**src/hdl/polar_cartesian_vector_register_unit_assert.svh**
```systemverilog
// assertion macros for the polar / cartesian vector register unit
`ifndef POLAR_CARTESIAN_VECTOR_REGISTER_UNIT_ASSERT_SVH
`define POLAR_CARTESIAN_VECTOR_REGISTER_UNIT_ASSERT_SVH
`ifndef SYNTH
// property that must hold in the same cycle
`define PCVR_ASSERT_NOW(lbl, clk, rstn, prop, msg) \
  lbl: assert property (@(posedge clk) disable iff (!rstn) (prop)) else $error(msg);
// antecedent in one cycle, consequent in the next
`define PCVR_ASSERT_NEXT(lbl, clk, rstn, ante, cons, msg) \
  lbl: assert property (@(posedge clk) disable iff (!rstn) (ante) |=> (cons)) else $error(msg);
`else
`define PCVR_ASSERT_NOW(lbl, clk, rstn, prop, msg)
`define PCVR_ASSERT_NEXT(lbl, clk, rstn, ante, cons, msg)
`endif
`endif

```
**src/hdl/pcvr_pkg.sv**
```systemverilog
// shared types, constants and angle table for the vector register unit
`timescale 1ns / 1ps

package pcvr_pkg;

  // cordic constants
  localparam int CORDIC_STEPS = 30;
  localparam int GUARD_SHIFT  = 24;
  localparam int INV_GAIN_Q24 = 10188014;
  localparam int IDX_W        = 5;

  // request kinds
  localparam logic [1:0] KIND_X   = 2'd0;
  localparam logic [1:0] KIND_Y   = 2'd1;
  localparam logic [1:0] KIND_MAG = 2'd2;
  localparam logic [1:0] KIND_ANG = 2'd3;

  // sequencer states
  typedef enum logic [3:0] {
    ST_IDLE,
    ST_MUL_X,
    ST_MUL_Y,
    ST_ACC,
    ST_SQRT,
    ST_VEC,
    ST_ROT_LOAD,
    ST_ROT,
    ST_DONE
  } state_t;

  // multiplier operand select
  typedef enum logic [1:0] {
    MUL_SEL_X,
    MUL_SEL_Y,
    MUL_SEL_GAIN
  } mul_sel_t;

  // square root unit control
  typedef struct packed {
    logic load;
    logic step;
  } sqrt_ctrl_t;

  // cordic unit control
  typedef struct packed {
    logic             load;
    logic             step;
    logic             vectoring;
    logic [IDX_W-1:0] idx;
  } cordic_ctrl_t;

  // atan(2^-i) as a fraction of a turn, 2^32 per turn
  function automatic logic [31:0] atan_turn(input logic [IDX_W-1:0] i);
    logic [31:0] a;
    case (i)
      5'd0:  a = 32'h20000000;
      5'd1:  a = 32'h12E4051D;
      5'd2:  a = 32'h09FB385B;
      5'd3:  a = 32'h051111D4;
      5'd4:  a = 32'h028B0D43;
      5'd5:  a = 32'h0145D7E1;
      5'd6:  a = 32'h00A2F61E;
      5'd7:  a = 32'h00517C55;
      5'd8:  a = 32'h0028BE53;
      5'd9:  a = 32'h00145F2F;
      5'd10: a = 32'h000A2F98;
      5'd11: a = 32'h000517CC;
      5'd12: a = 32'h00028BE6;
      5'd13: a = 32'h000145F3;
      5'd14: a = 32'h0000A2FA;
      5'd15: a = 32'h0000517D;
      5'd16: a = 32'h000028BE;
      5'd17: a = 32'h0000145F;
      5'd18: a = 32'h00000A30;
      5'd19: a = 32'h00000518;
      5'd20: a = 32'h0000028C;
      5'd21: a = 32'h00000146;
      5'd22: a = 32'h000000A3;
      5'd23: a = 32'h00000051;
      5'd24: a = 32'h00000029;
      5'd25: a = 32'h00000014;
      5'd26: a = 32'h0000000A;
      5'd27: a = 32'h00000005;
      5'd28: a = 32'h00000003;
      5'd29: a = 32'h00000001;
      default: a = 32'h00000000;
    endcase
    return a;
  endfunction

endpackage

```
**src/hdl/pcvr_isqrt.sv**
```systemverilog
// bit-serial rounded integer square root, one root bit per step
`timescale 1ns / 1ps

module pcvr_isqrt
  import pcvr_pkg::*;
#(
  parameter int LENGTH_BITS = 24
) (
  input  logic                   clk,
  input  sqrt_ctrl_t             ctrl,
  input  logic [2*LENGTH_BITS-1:0] radicand,
  output logic [LENGTH_BITS:0]   root_round
);

  localparam int L = LENGTH_BITS;

  logic [2*L-1:0] rad_r;
  logic [L+1:0]   rem_r;
  logic [L-1:0]   root_r;

  logic [L+1:0]   rem_sh;
  logic [L+1:0]   trial;
  logic           take;

  // next remainder candidate and trial subtrahend
  assign rem_sh = {rem_r[L-1:0], rad_r[2*L-1:2*L-2]};
  assign trial  = {root_r, 2'b01};
  assign take   = (rem_sh >= trial);

  // restoring root iteration
  always_ff @(posedge clk) begin
    if (ctrl.load) begin
      rad_r  <= radicand;
      rem_r  <= '0;
      root_r <= '0;
    end else if (ctrl.step) begin
      rad_r  <= {rad_r[2*L-3:0], 2'b00};
      rem_r  <= take ? (rem_sh - trial) : rem_sh;
      root_r <= {root_r[L-2:0], take};
    end
  end

  // round half up: remainder above root means next integer is nearer
  assign root_round = {1'b0, root_r} + (L+1)'(rem_r > {2'b00, root_r});

endmodule

```
**src/hdl/pcvr_cordic.sv**
```systemverilog
// shared cordic iteration unit for vectoring and rotation
`timescale 1ns / 1ps

module pcvr_cordic
  import pcvr_pkg::*;
#(
  parameter int DATA_W = 51
) (
  input  logic                     clk,
  input  cordic_ctrl_t             ctrl,
  input  logic signed [DATA_W-1:0] load_x,
  input  logic signed [DATA_W-1:0] load_y,
  input  logic [31:0]              load_z,
  output logic signed [DATA_W-1:0] vx,
  output logic signed [DATA_W-1:0] vy,
  output logic [31:0]              vz
);

  logic signed [DATA_W-1:0] vx_r;
  logic signed [DATA_W-1:0] vy_r;
  logic [31:0]              vz_r;

  logic signed [DATA_W-1:0] dx;
  logic signed [DATA_W-1:0] dy;
  logic [31:0]              da;
  logic                     cw;

  // shifted cross terms and direction of this micro-rotation
  assign dx = vy_r >>> ctrl.idx;
  assign dy = vx_r >>> ctrl.idx;
  assign da = atan_turn(ctrl.idx);
  assign cw = ctrl.vectoring ? ~vy_r[DATA_W-1] : vz_r[31];

  // one micro-rotation per step
  always_ff @(posedge clk) begin
    if (ctrl.load) begin
      vx_r <= load_x;
      vy_r <= load_y;
      vz_r <= load_z;
    end else if (ctrl.step) begin
      if (cw) begin
        vx_r <= vx_r + dx;
        vy_r <= vy_r - dy;
        vz_r <= vz_r + da;
      end else begin
        vx_r <= vx_r - dx;
        vy_r <= vy_r + dy;
        vz_r <= vz_r - da;
      end
    end
  end

  assign vx = vx_r;
  assign vy = vy_r;
  assign vz = vz_r;

endmodule

```
**src/hdl/polar_cartesian_vector_register_unit.sv**
```systemverilog
// top level: vector register holding cartesian and polar forms, with sequencer
`timescale 1ns / 1ps
`include "polar_cartesian_vector_register_unit_assert.svh"
// Holds one 2-D vector as x, y, magnitude and angle. Each request on the in_
// stream writes one component (in_tuser = kind: x, y, magnitude, angle), and
// the other form is recomputed; the out_ stream returns all four components
// plus the saturation flag for every request.
// Writing x or y: the sum of squares goes through the shared multiplier, a
// bit-serial square root gives the magnitude one bit per cycle, then the
// cordic unit runs 30 vectoring steps for the angle.
// Writing magnitude or angle: one multiply by the inverse cordic gain, then
// 30 rotation steps.
// One request is in work at a time: in_tready is high only while the
// sequencer is idle, so a new request is taken only after the sequencer has
// finished the last one. A finished result waits in the output register; a
// new request is accepted meanwhile, and its result waits in the last step
// until out_tready frees the register. Reset clears all four components to
// zero and drops out_tvalid.

module polar_cartesian_vector_register_unit
  import pcvr_pkg::*;
#(
  parameter int LENGTH_BITS = 24,
  parameter int ANGLE_BITS  = 16
) (
  input  logic clk,
  input  logic rst_n,
  // in_tdata: length_value, angle_value
  input  logic [((LENGTH_BITS+ANGLE_BITS+7)/8)*8-1:0]   in_tdata,
  // in_tuser: kind
  input  logic [1:0]                                    in_tuser,
  input  logic                                          in_tvalid,
  output logic                                          in_tready,
  // out_tdata: out_x, out_y, out_magnitude, out_angle
  output logic [((3*LENGTH_BITS+ANGLE_BITS+7)/8)*8-1:0] out_tdata,
  // out_tuser: saturated
  output logic                                          out_tuser,
  output logic                                          out_tvalid,
  input  logic                                          out_tready
);

  localparam int L      = LENGTH_BITS;
  localparam int A      = ANGLE_BITS;
  localparam int W      = L + GUARD_SHIFT + 3;
  localparam int RW     = W - GUARD_SHIFT;
  localparam int MB     = (L + 1 > 25) ? L + 1 : 25;
  localparam int PW     = L + 1 + MB;
  localparam int OUT_W  = ((3*L+A+7)/8)*8;
  localparam int CNT_W  = ($clog2(L) > IDX_W) ? $clog2(L) : IDX_W;
  localparam logic signed [L-1:0] MAXL = {1'b0, {(L-1){1'b1}}};
  localparam logic signed [L-1:0] MINL = {1'b1, {(L-1){1'b0}}};

  // saturate a rounded cordic output to the length range
  function automatic logic signed [L-1:0] clamp_len(input logic signed [RW-1:0] v);
    logic signed [L-1:0] r;
    if ((v[RW-1:L-1] == '0) || (v[RW-1:L-1] == '1)) begin
      r = v[L-1:0];
    end else if (v[RW-1]) begin
      r = MINL;
    end else begin
      r = MAXL;
    end
    return r;
  endfunction

  state_t state_r, state_nxt;
  logic [CNT_W-1:0] cnt_r;
  logic             polar_r;

  logic signed [L-1:0] stored_x_r, stored_x_nxt;
  logic signed [L-1:0] stored_y_r, stored_y_nxt;
  logic signed [L-1:0] stored_mag_r, stored_mag_nxt;
  logic [A-1:0]        stored_ang_r, stored_ang_nxt;

  logic signed [L-1:0] out_x_r, out_y_r, out_mag_r;
  logic [A-1:0]        out_ang_r;
  logic                out_sat_r;
  logic                out_valid_r;

  logic                in_accept;
  logic                done_go;
  logic [1:0]          in_kind;
  logic signed [L-1:0] in_len;
  logic [A-1:0]        in_ang;

  mul_sel_t            mul_sel;
  sqrt_ctrl_t          sqrt_ctrl;
  cordic_ctrl_t        cordic_ctrl;

  logic signed [L:0]    mul_a;
  logic signed [MB-1:0] mul_b;
  logic signed [PW-1:0] prod;
  logic signed [PW-1:0] prod_r;
  logic [2*L-1:0]       acc_r;

  logic signed [W-1:0]  vec_x, vec_y;
  logic                 x_neg;
  logic [31:0]          rot_z_raw;
  logic                 rot_flip;
  logic signed [L:0]    mag_ext, mag_adj;
  logic signed [W-1:0]  cord_ld_x, cord_ld_y;
  logic [31:0]          cord_ld_z;
  logic signed [W-1:0]  cv_x, cv_y;
  logic [31:0]          cv_z;

  logic [L:0]           root_round;
  logic                 sat_calc;
  logic signed [L-1:0]  mag_final;
  logic [31:0]          z_round;
  logic [A-1:0]         ang_final;
  logic signed [W-1:0]  rx_full, ry_full;
  logic signed [L-1:0]  x_final, y_final;

  // input field unpacking and handshake
  assign in_kind   = in_tuser;
  assign in_len    = in_tdata[L-1:0];
  assign in_ang    = in_tdata[L+A-1:L];
  assign in_tready = (state_r == ST_IDLE);
  assign in_accept = in_tvalid && in_tready;
  assign done_go   = (state_r == ST_DONE) && (!out_valid_r || out_tready);

  // next state
  always_comb begin
    state_nxt = state_r;
    case (state_r)
      ST_IDLE: begin
        if (in_accept) begin
          state_nxt = (in_kind == KIND_X || in_kind == KIND_Y) ? ST_MUL_X : ST_ROT_LOAD;
        end
      end
      ST_MUL_X: state_nxt = ST_MUL_Y;
      ST_MUL_Y: state_nxt = ST_ACC;
      ST_ACC:   state_nxt = ST_SQRT;
      ST_SQRT: begin
        if (cnt_r == CNT_W'(L - 1)) state_nxt = ST_VEC;
      end
      ST_VEC: begin
        if (cnt_r == CNT_W'(CORDIC_STEPS - 1)) state_nxt = ST_DONE;
      end
      ST_ROT_LOAD: state_nxt = ST_ROT;
      ST_ROT: begin
        if (cnt_r == CNT_W'(CORDIC_STEPS - 1)) state_nxt = ST_DONE;
      end
      ST_DONE: begin
        if (done_go) state_nxt = ST_IDLE;
      end
      default: state_nxt = ST_IDLE;
    endcase
  end

  // sequencer outputs
  always_comb begin
    mul_sel               = MUL_SEL_GAIN;
    sqrt_ctrl             = '0;
    cordic_ctrl           = '0;
    cordic_ctrl.idx       = cnt_r[IDX_W-1:0];
    cordic_ctrl.vectoring = (state_r == ST_VEC);
    case (state_r)
      ST_MUL_X:    mul_sel = MUL_SEL_X;
      ST_MUL_Y:    mul_sel = MUL_SEL_Y;
      ST_ACC: begin
        sqrt_ctrl.load   = 1'b1;
        cordic_ctrl.load = 1'b1;
      end
      ST_SQRT:     sqrt_ctrl.step = 1'b1;
      ST_VEC:      cordic_ctrl.step = 1'b1;
      ST_ROT_LOAD: cordic_ctrl.load = 1'b1;
      ST_ROT:      cordic_ctrl.step = 1'b1;
      default: ;
    endcase
  end

  // state, step counter and path flag
  always_ff @(posedge clk) begin
    if (!rst_n) begin
      state_r <= ST_IDLE;
      cnt_r   <= '0;
      polar_r <= 1'b0;
    end else begin
      state_r <= state_nxt;
      if (state_nxt != state_r) begin
        cnt_r <= '0;
      end else if (state_r == ST_SQRT || state_r == ST_VEC || state_r == ST_ROT) begin
        cnt_r <= cnt_r + CNT_W'(1);
      end
      if (in_accept) polar_r <= ~in_kind[1];
    end
  end

  // shared multiplier: squares of x and y, or magnitude times inverse gain
  always_comb begin
    case (mul_sel)
      MUL_SEL_X: begin
        mul_a = (L+1)'(stored_x_r);
        mul_b = MB'(stored_x_r);
      end
      MUL_SEL_Y: begin
        mul_a = (L+1)'(stored_y_r);
        mul_b = MB'(stored_y_r);
      end
      default: begin
        mul_a = mag_adj;
        mul_b = MB'(INV_GAIN_Q24);
      end
    endcase
  end

  assign prod = mul_a * mul_b;

  // product register and sum of squares
  always_ff @(posedge clk) begin
    prod_r <= prod;
    if (state_r == ST_MUL_Y) acc_r <= prod_r[2*L-1:0];
  end

  // vectoring start: scale up, fold left half plane onto the right
  assign x_neg = stored_x_r[L-1];
  assign vec_x = W'(stored_x_r) <<< GUARD_SHIFT;
  assign vec_y = W'(stored_y_r) <<< GUARD_SHIFT;

  // rotation start: fold second and third quarter by a half turn
  assign rot_z_raw = {stored_ang_r, {(32-A){1'b0}}};
  assign rot_flip  = rot_z_raw[31] ^ rot_z_raw[30];
  assign mag_ext   = (L+1)'(stored_mag_r);
  assign mag_adj   = rot_flip ? -mag_ext : mag_ext;

  // cordic load values for either path
  always_comb begin
    if (state_r == ST_ACC) begin
      cord_ld_x = x_neg ? -vec_x : vec_x;
      cord_ld_y = x_neg ? -vec_y : vec_y;
      cord_ld_z = x_neg ? 32'h80000000 : 32'h00000000;
    end else begin
      cord_ld_x = W'(prod);
      cord_ld_y = '0;
      cord_ld_z = rot_z_raw ^ {rot_flip, 31'd0};
    end
  end

  pcvr_isqrt #(
    .LENGTH_BITS (L)
  ) u_isqrt (
    .clk        (clk),
    .ctrl       (sqrt_ctrl),
    .radicand   (acc_r + prod_r[2*L-1:0]),
    .root_round (root_round)
  );

  pcvr_cordic #(
    .DATA_W (W)
  ) u_cordic (
    .clk    (clk),
    .ctrl   (cordic_ctrl),
    .load_x (cord_ld_x),
    .load_y (cord_ld_y),
    .load_z (cord_ld_z),
    .vx     (cv_x),
    .vy     (cv_y),
    .vz     (cv_z)
  );

  // polar results: saturated magnitude, rounded angle, zero vector gives angle zero
  assign sat_calc  = (root_round[L:L-1] != 2'b00);
  assign mag_final = sat_calc ? MAXL : root_round[L-1:0];
  assign z_round   = cv_z + (32'd1 << (31 - A));
  assign ang_final = ((stored_x_r == '0) && (stored_y_r == '0)) ? '0 : z_round[31:32-A];

  // cartesian results: round off the guard bits, clamp to the length range
  assign rx_full = cv_x + (W'(1) <<< (GUARD_SHIFT - 1));
  assign ry_full = cv_y + (W'(1) <<< (GUARD_SHIFT - 1));
  assign x_final = clamp_len(rx_full[W-1:GUARD_SHIFT]);
  assign y_final = clamp_len(ry_full[W-1:GUARD_SHIFT]);

  // stored component update
  always_comb begin
    stored_x_nxt   = stored_x_r;
    stored_y_nxt   = stored_y_r;
    stored_mag_nxt = stored_mag_r;
    stored_ang_nxt = stored_ang_r;
    if (in_accept) begin
      case (in_kind)
        KIND_X:   stored_x_nxt = in_len;
        KIND_Y:   stored_y_nxt = in_len;
        KIND_MAG: stored_mag_nxt = in_len;
        KIND_ANG: stored_ang_nxt = in_ang;
        default:  stored_ang_nxt = in_ang;
      endcase
    end else if (done_go) begin
      if (polar_r) begin
        stored_mag_nxt = mag_final;
        stored_ang_nxt = ang_final;
      end else begin
        stored_x_nxt = x_final;
        stored_y_nxt = y_final;
      end
    end
  end

  always_ff @(posedge clk) begin
    if (!rst_n) begin
      stored_x_r   <= '0;
      stored_y_r   <= '0;
      stored_mag_r <= '0;
      stored_ang_r <= '0;
    end else begin
      stored_x_r   <= stored_x_nxt;
      stored_y_r   <= stored_y_nxt;
      stored_mag_r <= stored_mag_nxt;
      stored_ang_r <= stored_ang_nxt;
    end
  end

  // output register
  always_ff @(posedge clk) begin
    if (!rst_n) begin
      out_valid_r <= 1'b0;
    end else if (done_go) begin
      out_valid_r <= 1'b1;
    end else if (out_tready) begin
      out_valid_r <= 1'b0;
    end
  end

  always_ff @(posedge clk) begin
    if (done_go) begin
      out_x_r   <= stored_x_nxt;
      out_y_r   <= stored_y_nxt;
      out_mag_r <= stored_mag_nxt;
      out_ang_r <= stored_ang_nxt;
      out_sat_r <= polar_r & sat_calc;
    end
  end

  assign out_tdata  = OUT_W'({out_ang_r, out_mag_r, out_y_r, out_x_r});
  assign out_tuser  = out_sat_r;
  assign out_tvalid = out_valid_r;

  // checks
  `PCVR_ASSERT_NEXT(a_busy_after_accept, clk, rst_n, in_accept, state_r != ST_IDLE, "accepted request did not start work")
  `PCVR_ASSERT_NOW(a_sat_means_max, clk, rst_n, !(out_valid_r && out_sat_r) || (out_mag_r == MAXL), "saturation flag without clipped magnitude")
  `PCVR_ASSERT_NEXT(a_done_delivers, clk, rst_n, state_r == ST_DONE && !out_valid_r, state_r == ST_IDLE && out_valid_r, "finished result not delivered to output register")

endmodule
```
**config.mk**
```make
export PLATFORM = sky130hd
export DESIGN_NAME = polar_cartesian_vector_register_unit
export DESIGN_NICKNAME = d
export VERILOG_FILES = /design/src/hdl/pcvr_pkg.sv /design/src/hdl/pcvr_isqrt.sv /design/src/hdl/pcvr_cordic.sv /design/src/hdl/polar_cartesian_vector_register_unit.sv
export VERILOG_INCLUDE_DIRS = /design/src /design/src/hdl
export SDC_FILE = /design/constraint.sdc
export NUM_CORES = 2
export LEC_CHECK = 0
export BUFFER_PORTS_ARGS = -buffer_cell sky130_fd_sc_hd__clkbuf_2
export CAP_MARGIN = 25
export CORE_ASPECT_RATIO = 2
export CORE_MARGIN = 1
export CORE_UTILIZATION = 35
export CTS_CLUSTER_DIAMETER = 100
export DETAILED_ROUTE_END_ITERATION = 7
export SETUP_SLACK_MARGIN = 0.15
export SLEW_MARGIN = 10
export SYNTH_ARGS = -nofsm -noshare
export SYNTH_HDL_FRONTEND = slang
export SYNTH_SLANG_ARGS = --single-unit
```
**constraint.sdc**
```tcl
create_clock -name clk -period 17.59 [get_ports clk]
set_clock_uncertainty 0.2 [all_clocks]
set_input_delay 0.8795 -clock clk [delete_from_list [all_inputs] [get_ports clk]]
set_output_delay 0.8795 -clock clk [all_outputs]
set_load 0.1 [all_outputs]
```
# --- After elaboration in Yosys (flattened, before gate mapping) ---
# Memories as Yosys holds them, arrays and structs flattened. A register that Yosys moved wholly into a read port is not among the register bits.
# Cells that the tools add are included.
classes:
  addsub: 16
  n_mul: 1
  n_lt_le_gt_ge: 2
  eq_ne: 17
  shifts: 2
  n_mux: 59
  bitwise: 6
  n_reduce_logical: 24
op_table:
  columns: ["operator", "count"]
  rows:
  - ["51-bit two-way mux", 10]
  - ["24-bit two-way mux", 17]
  - ["32-bit two-way mux", 5]
  - ["51-bit by 25-bit adder with 51-bit output (second input constant)", 2]
  - ["51-bit adder", 2]
  - ["48-bit negator with 51-bit output", 2]
  - ["51-bit by 5-bit >>> shifter with 51-bit output", 2]
  - ["51-bit subtractor", 2]
  - ["25-bit one-hot mux with 2 select lines", 2]
  - ["48-bit two-way mux", 2]
  - ["16-bit two-way mux", 5]
  - ["25-bit by 25-bit multiplier with 50-bit output", 1]
  - ["48-bit adder", 1]
  - ["24-bit zero test", 2]
  - ["32-bit by 16-bit adder with 32-bit output (second input constant)", 1]
  - ["32-bit adder", 1]
  - ["4-bit one-hot mux with 8 select lines", 1]
  - ["32-bit subtractor", 1]
  - ["32-bit XOR", 1]
  - ["26-bit greater-or-equal comparator", 1]
  - ["26-bit by 24-bit greater-than comparator with 1-bit output", 1]
  - ["26-bit two-way mux", 1]
  - ["26-bit subtractor", 1]
  - ["24-bit by 1-bit adder with 25-bit output", 1]
  - ["26 further kinds", 62]
totals:
  ff_bits: 516
  mem_bits_ro: 960
  inputBits: 46
  output_inout_bits: 91
  wordCells: 149
  mem_count: 1
memory_table:
  columns: ["name", "words", "word_bits", "rd", "rd_ports_with_merged_regs", "write_ports", "line_no", "text"]
  rows:
  - ["(name not given)", 32, 30, 1, 1, 0, "pcvr_pkg.sv:55", "case (i)"]

# --- Longest topological paths before layout ---
depth:
  word_depth: 8
  mapped_depth: 39

# --- By module ---
# Synthesis repeated with hierarchy kept, for this count alone.
hier_totals:
  cells_unflattened: 7796
  area_unflattened_um2: 67930.2
by_module_without_submodules:
  columns: ["module", "instances", "cells_each", "area_each_um2", "seq_area_each_um2"]
  rows:
  - ["polar_cartesian_vector_register_unit", 1, 4518, 39325.2, 7056.8]
  - ["pcvr_cordic", 1, 2654, 22526.6, 4023.9]
  - ["pcvr_isqrt", 1, 624, 6078.3, 2442.3]

# --- Least setup slack after synthesis ---
# No wires, ideal clock.
synth_path:
  path_type: "reg-to-reg"
  start: "register state_r[0]"
  end: "register u_cordic.vx_r[47] (netlist: u_cordic.vx[47]), data pin"
  setup_ns: 0.272
  t_arrival_ns: 10.176
  path_slack_ns: 6.942
  stages_incl_launch_ff: 32
  path_buffers: 3
  path_cell_list: "dfxtp_1 > clkbuf_1 > inv_1 > nand2_1 > nor3_1 > clkbuf_1 > a22oi_1 > and2_1 > nor2_1 > inv_1 > fa_1 > inv_1 > fa_1 > inv_1 > fa_1 > inv_1 > fa_1 > fa_1 > fa_1 > inv_1 > fa_1 > inv_1 > ha_1 > clkbuf_1 > and3_1 > and3_1 > and4_1 > o21ai_0 > a21oi_1 > mux2i_1 > a31oi_1 > or4_1"
synth_between:
  elab_chain_cells: 7
  word_cells_on_any_way: 18
  classes_between: "mul: 1; eq/ne: 6; mux: 9; reduce/logical: 2"
synth_lines:
  columns: ["element", "line_no", "text"]
  rows:
  - ["from (decl)", "polar_cartesian_vector_register_unit.sv:66", "state_t state_r, state_nxt;"]
  - ["from (signal assigned)", "polar_cartesian_vector_register_unit.sv:180", "state_r <= state_nxt;"]
  - ["4-bit by 2-bit equality test with 1-bit output or 4-bit by 1-bit equality test with 1-bit output (tied branches)", "polar_cartesian_vector_register_unit.sv:158", "case (state_r)"]
  - ["2-bit one-hot mux with 2 select lines", "polar_cartesian_vector_register_unit.sv:158", null]
  - ["2-bit by 1-bit equality test with 1-bit output or 2-bit zero test (tied branches)", "polar_cartesian_vector_register_unit.sv:192", "case (mul_sel)"]
  - ["25-bit one-hot mux with 2 select lines", "polar_cartesian_vector_register_unit.sv:192", null]
  - ["25-bit by 25-bit multiplier with 50-bit output", "polar_cartesian_vector_register_unit.sv:208", "assign prod = mul_a * mul_b;"]
  - ["51-bit two-way mux", "polar_cartesian_vector_register_unit.sv:229", "if (state_r == ST_ACC) begin"]
  - ["51-bit two-way mux (*)", "pcvr_cordic.sv:36", "if (ctrl.load) begin"]
  - ["to (signal assigned)", "pcvr_cordic.sv:37", "vx_r <= load_x;"]
  - ["to (signal assigned)", "pcvr_cordic.sv:42", "vx_r <= vx_r + dx;"]
  - ["to (signal assigned)", "pcvr_cordic.sv:46", "vx_r <= vx_r - dx;"]
  - ["to (decl)", "pcvr_cordic.sv:19", "logic signed [DATA_W-1:0] vx_r;"]
# Mark *: on every way between the ends. The rest lies on a longest branch, timed or not. The select of a mux whose other input is x is not followed.
# A chain may end at the register's enable or synchronous reset.

# --- Worst setup path in the final report ---
# Same ends and word-level chain as after synthesis.

==> flow_summary.json <==
{
  "synth.top_cells.by_count": "916 x inv_1, 762 x nand2_1, 679 x nor2_1",
  "cap_violations": 0,
  "grt_pass1_vias": 61460,
  "worst_skew_pair.late_latency_ps": 750,
  "die_w_microns": 313,
  "finalWeightedCongestion": 1.08,
  "wl_per_cell_microns": 31.6,
  "tritoncts": "yes",
  "yosysWarnings": 0,
  "synth_cell_type_count": 113,
  "pre_cts_ws_ps": 5500,
  "postSynthCellCount": 7533,
  "num_io_pins": 137,
  "synthesis.area_sq_mm": 0.0676,
  "numCtsBuffers": 55,
  "tightest_slew_ps": 1270,
  "crit_start": "state_r[0]",
  "cp_slowest_cell": "dfxtp_1",
  "grt_first_pass_wirelength_mm": 449,
  "holdWs_ps": 246,
  "grt_util_all_layers_pct": 32.4,
  "crit_path_end": "u_cordic.vx[47]",
  "wl_mm": 318,
  "r2r-start": "state_r[0]",
  "holdCritStartpoint": "prod_r[26]",
  "drtPass1Iterations": 7,
  "min_period_ps": 12140,
  "cts-hold-fix-buffers": 0,
  "htreeDepth": 2,
  "synth_fp_nets": 8605,
  "detail-route-antenna-nets": 0,
  "routed_via_density": 5.97,
  "fin_ws_ps": 5450,
  "ys_top_cells_by_area": "fa_1 20%, edfxtp_1 14%, ha_1 6.7%",
  "overflow": 0,
  "r2r_cells": 36,
  "fp.coreArea_sq_mm": 0.191,
  "setup_viol": 0,
  "cp-start-kind": "flop",
  "dieHeight_microns": 623,
  "portBuffers": 136,
  "crit_path_max_incr_delay_ps": 620,
  "synth_edf_count": 319,
  "tns_ps": 0,
  "synth-seq-cells": 546,
  "antenna_found_initial": 18,
  "post_cts.repair.setup_buffers": 0,
  "async_flop_share_pct": 0,
  "start_util_pct": 35.3,
  "endpoint_kind": "flop",
  "ys_dominant_reg_cell": "edfxtp_1",
  "cts_max_path_buffers": 3,
  "synth.most_common_cell": "inv_1",
  "drc": 0,
  "drt-initial-drc-count": 5587,
  "synth_top_area_share_pct": 19.6,
  "yosysSeqAreaShare_pct": 20.9,
  "num_rows": 227,
  "synth_area_per_cell_sq_um": 8.97,
  "arrival_ps": 12380,
  "fmax_mhz": 82.4,
  "routed-via-count": 60032,
  "rrSetupSlack_ps": 5450,
  "hpwl_mm": 250,
  "grt_max_degree": 71,
  "status": "finished, final reports clean",
  "num-nets-final": 8555,
  "clkSlewWorstSetupHoldPaths_ps": 70,
  "clock-root-buffer": "clkbuf_16",
  "r2r_end": "u_cordic.vx[47]",
  "yosysTopAreaCell": "fa_1",
  "crit_fanout": 26,
  "area_growth_pct": 7.94,
  "cts_resized": 0,
  "finalCritPeriodShare_pct": 69.0,
  "critPathKind": "flop to flop",
  "cts_sinks": 546,
  "layout-drive-gt1-share_pct": 9.67,
  "fin_util_pct": 38.1,
  "finalMaxSlewViolations": 0,
  "rsz0062_at_grt": "false",
  "final_hold_viol_count": 0,
  "hold_class": "flop to flop",
  "slew_headroom_pct": 15.1,
  "cp.required_ps": 17830,
  "die-area_sq_mm": 0.195
}
logic make-up after synthesis:
group | Yosys count | synth area share (%)
AO/OA/AOI/OAI | 1652 | 15.9
XOR/XNOR | 496 | 6.45
buffers and inverters | 1329 | 7.87
flip-flops | 546 | 20.9
adder cells (fa/ha/maj) | 1026 | 26.4
multiplexers | 332 | 7.99
AND/OR/NAND/NOR | 2151 | 14.5
other | 1 | 0.00555
sequential cells by signal, indices dropped and copies added (netlist names), 24 cells and up:
signal / flops
acc_r: 48
out_mag_r: 24
out_x_r: 24
out_y_r: 24
prod_r: 48
stored_mag_r: 24
stored_x_r: 24
stored_y_r: 24
u_cordic.da: 30
u_cordic.vx: 51
u_cordic.vy: 51
u_cordic.vz: 32
u_isqrt.rad_r: 48
u_isqrt.rem_r: 26
u_isqrt.root_r: 24
worst min path at each step:
| stage | end | slack, ps | depth (start not counted) |
|---|---|---|---|
| 2_1_floorplan | acc_r[0] | 210 | 0 |
| 3_3_place_gp | acc_r[19] | 230 | 0 |
| 3_5_place_dp | acc_r[3] | 230 | 0 |
| 4_1_cts | acc_r[3] | 250 | 0 |
| 5_1_grt | acc_r[4] | 260 | 0 |
| 6_report | acc_r[26] | 250 | 0 |
worst max-delay path, delay by kind of cell (launching register included):
kind	cells	cell delay [ps]
multiplexers	1	230
flip-flops	1	620
buffers and inverters	12	3140
AO/OA/AOI/OAI	10	2040
adder cells (fa/ha/maj)	8	4260
AND/OR/NAND/NOR	5	1280
per-layer routing:
layer | GRT usage [%] | vias up | wire length, microns
met3 | 6.13 | 1259 | 21100
met5 | 0 | - | 72
met2 | 56.9 | 3137 | 159000
li1 | - | 25735 | -
met1 | 30.9 | 29891 | 97300
met4 | 32.8 | 10 | 40500
cell type report:
| class | instances | area [sq um] |
|---|---|---|
| clock inverters | 39 | 448 |
| repair buffers | 297 | 1930 |
| multi-input cells | 5658 | 48300 |
| flip-flops and latches | 546 | 14100 |
| fillers | 19398 | 119000 |
| inverters | 925 | 3470 |
| diodes | 16 | 40.0 |
| clock buffers | 64 | 1440 |
| well taps | 2519 | 3150 |
per-stage QoR:
| step | area [sq um] | std cells |
|---|---|---|
| final | 72900 | 10064 |
| after global routing | 72900 | 10050 |
| after CTS | 72800 | 10040 |
| after detailed placement | 70900 | 9937 |
| after global placement | 70800 | 9929 |
| after floorplan | 67600 | 7533 |
cell usage in the layout, fill, tap and decap left out, types with 50 or more instances in the layout:
master       n
inv_1      914
nand2_1    761
nor2_1     673
fa_1       662
o21ai_0    400
a21oi_1    369
ha_1       364
edfxtp_1   319
xnor2_1    270
xor2_1     224
dfxtp_1    221
mux4_2     149
a21o_1     149
buf_4      149
and2_1     138
clkbuf_2   136
mux2i_1    121
nand3_1     97
o22ai_1     92
nor3_1      86
nand2b_1    74
a31oi_1     67
and3_1      63
o21a_1      60
a211oi_1    56
clkbuf_16   55
o31ai_1     54
a22oi_1     50
mux2_2      50
Power is left out: the tool's default activity adds up to more than one toggle a clock period on the data nets, which glitch-free logic cannot reach.
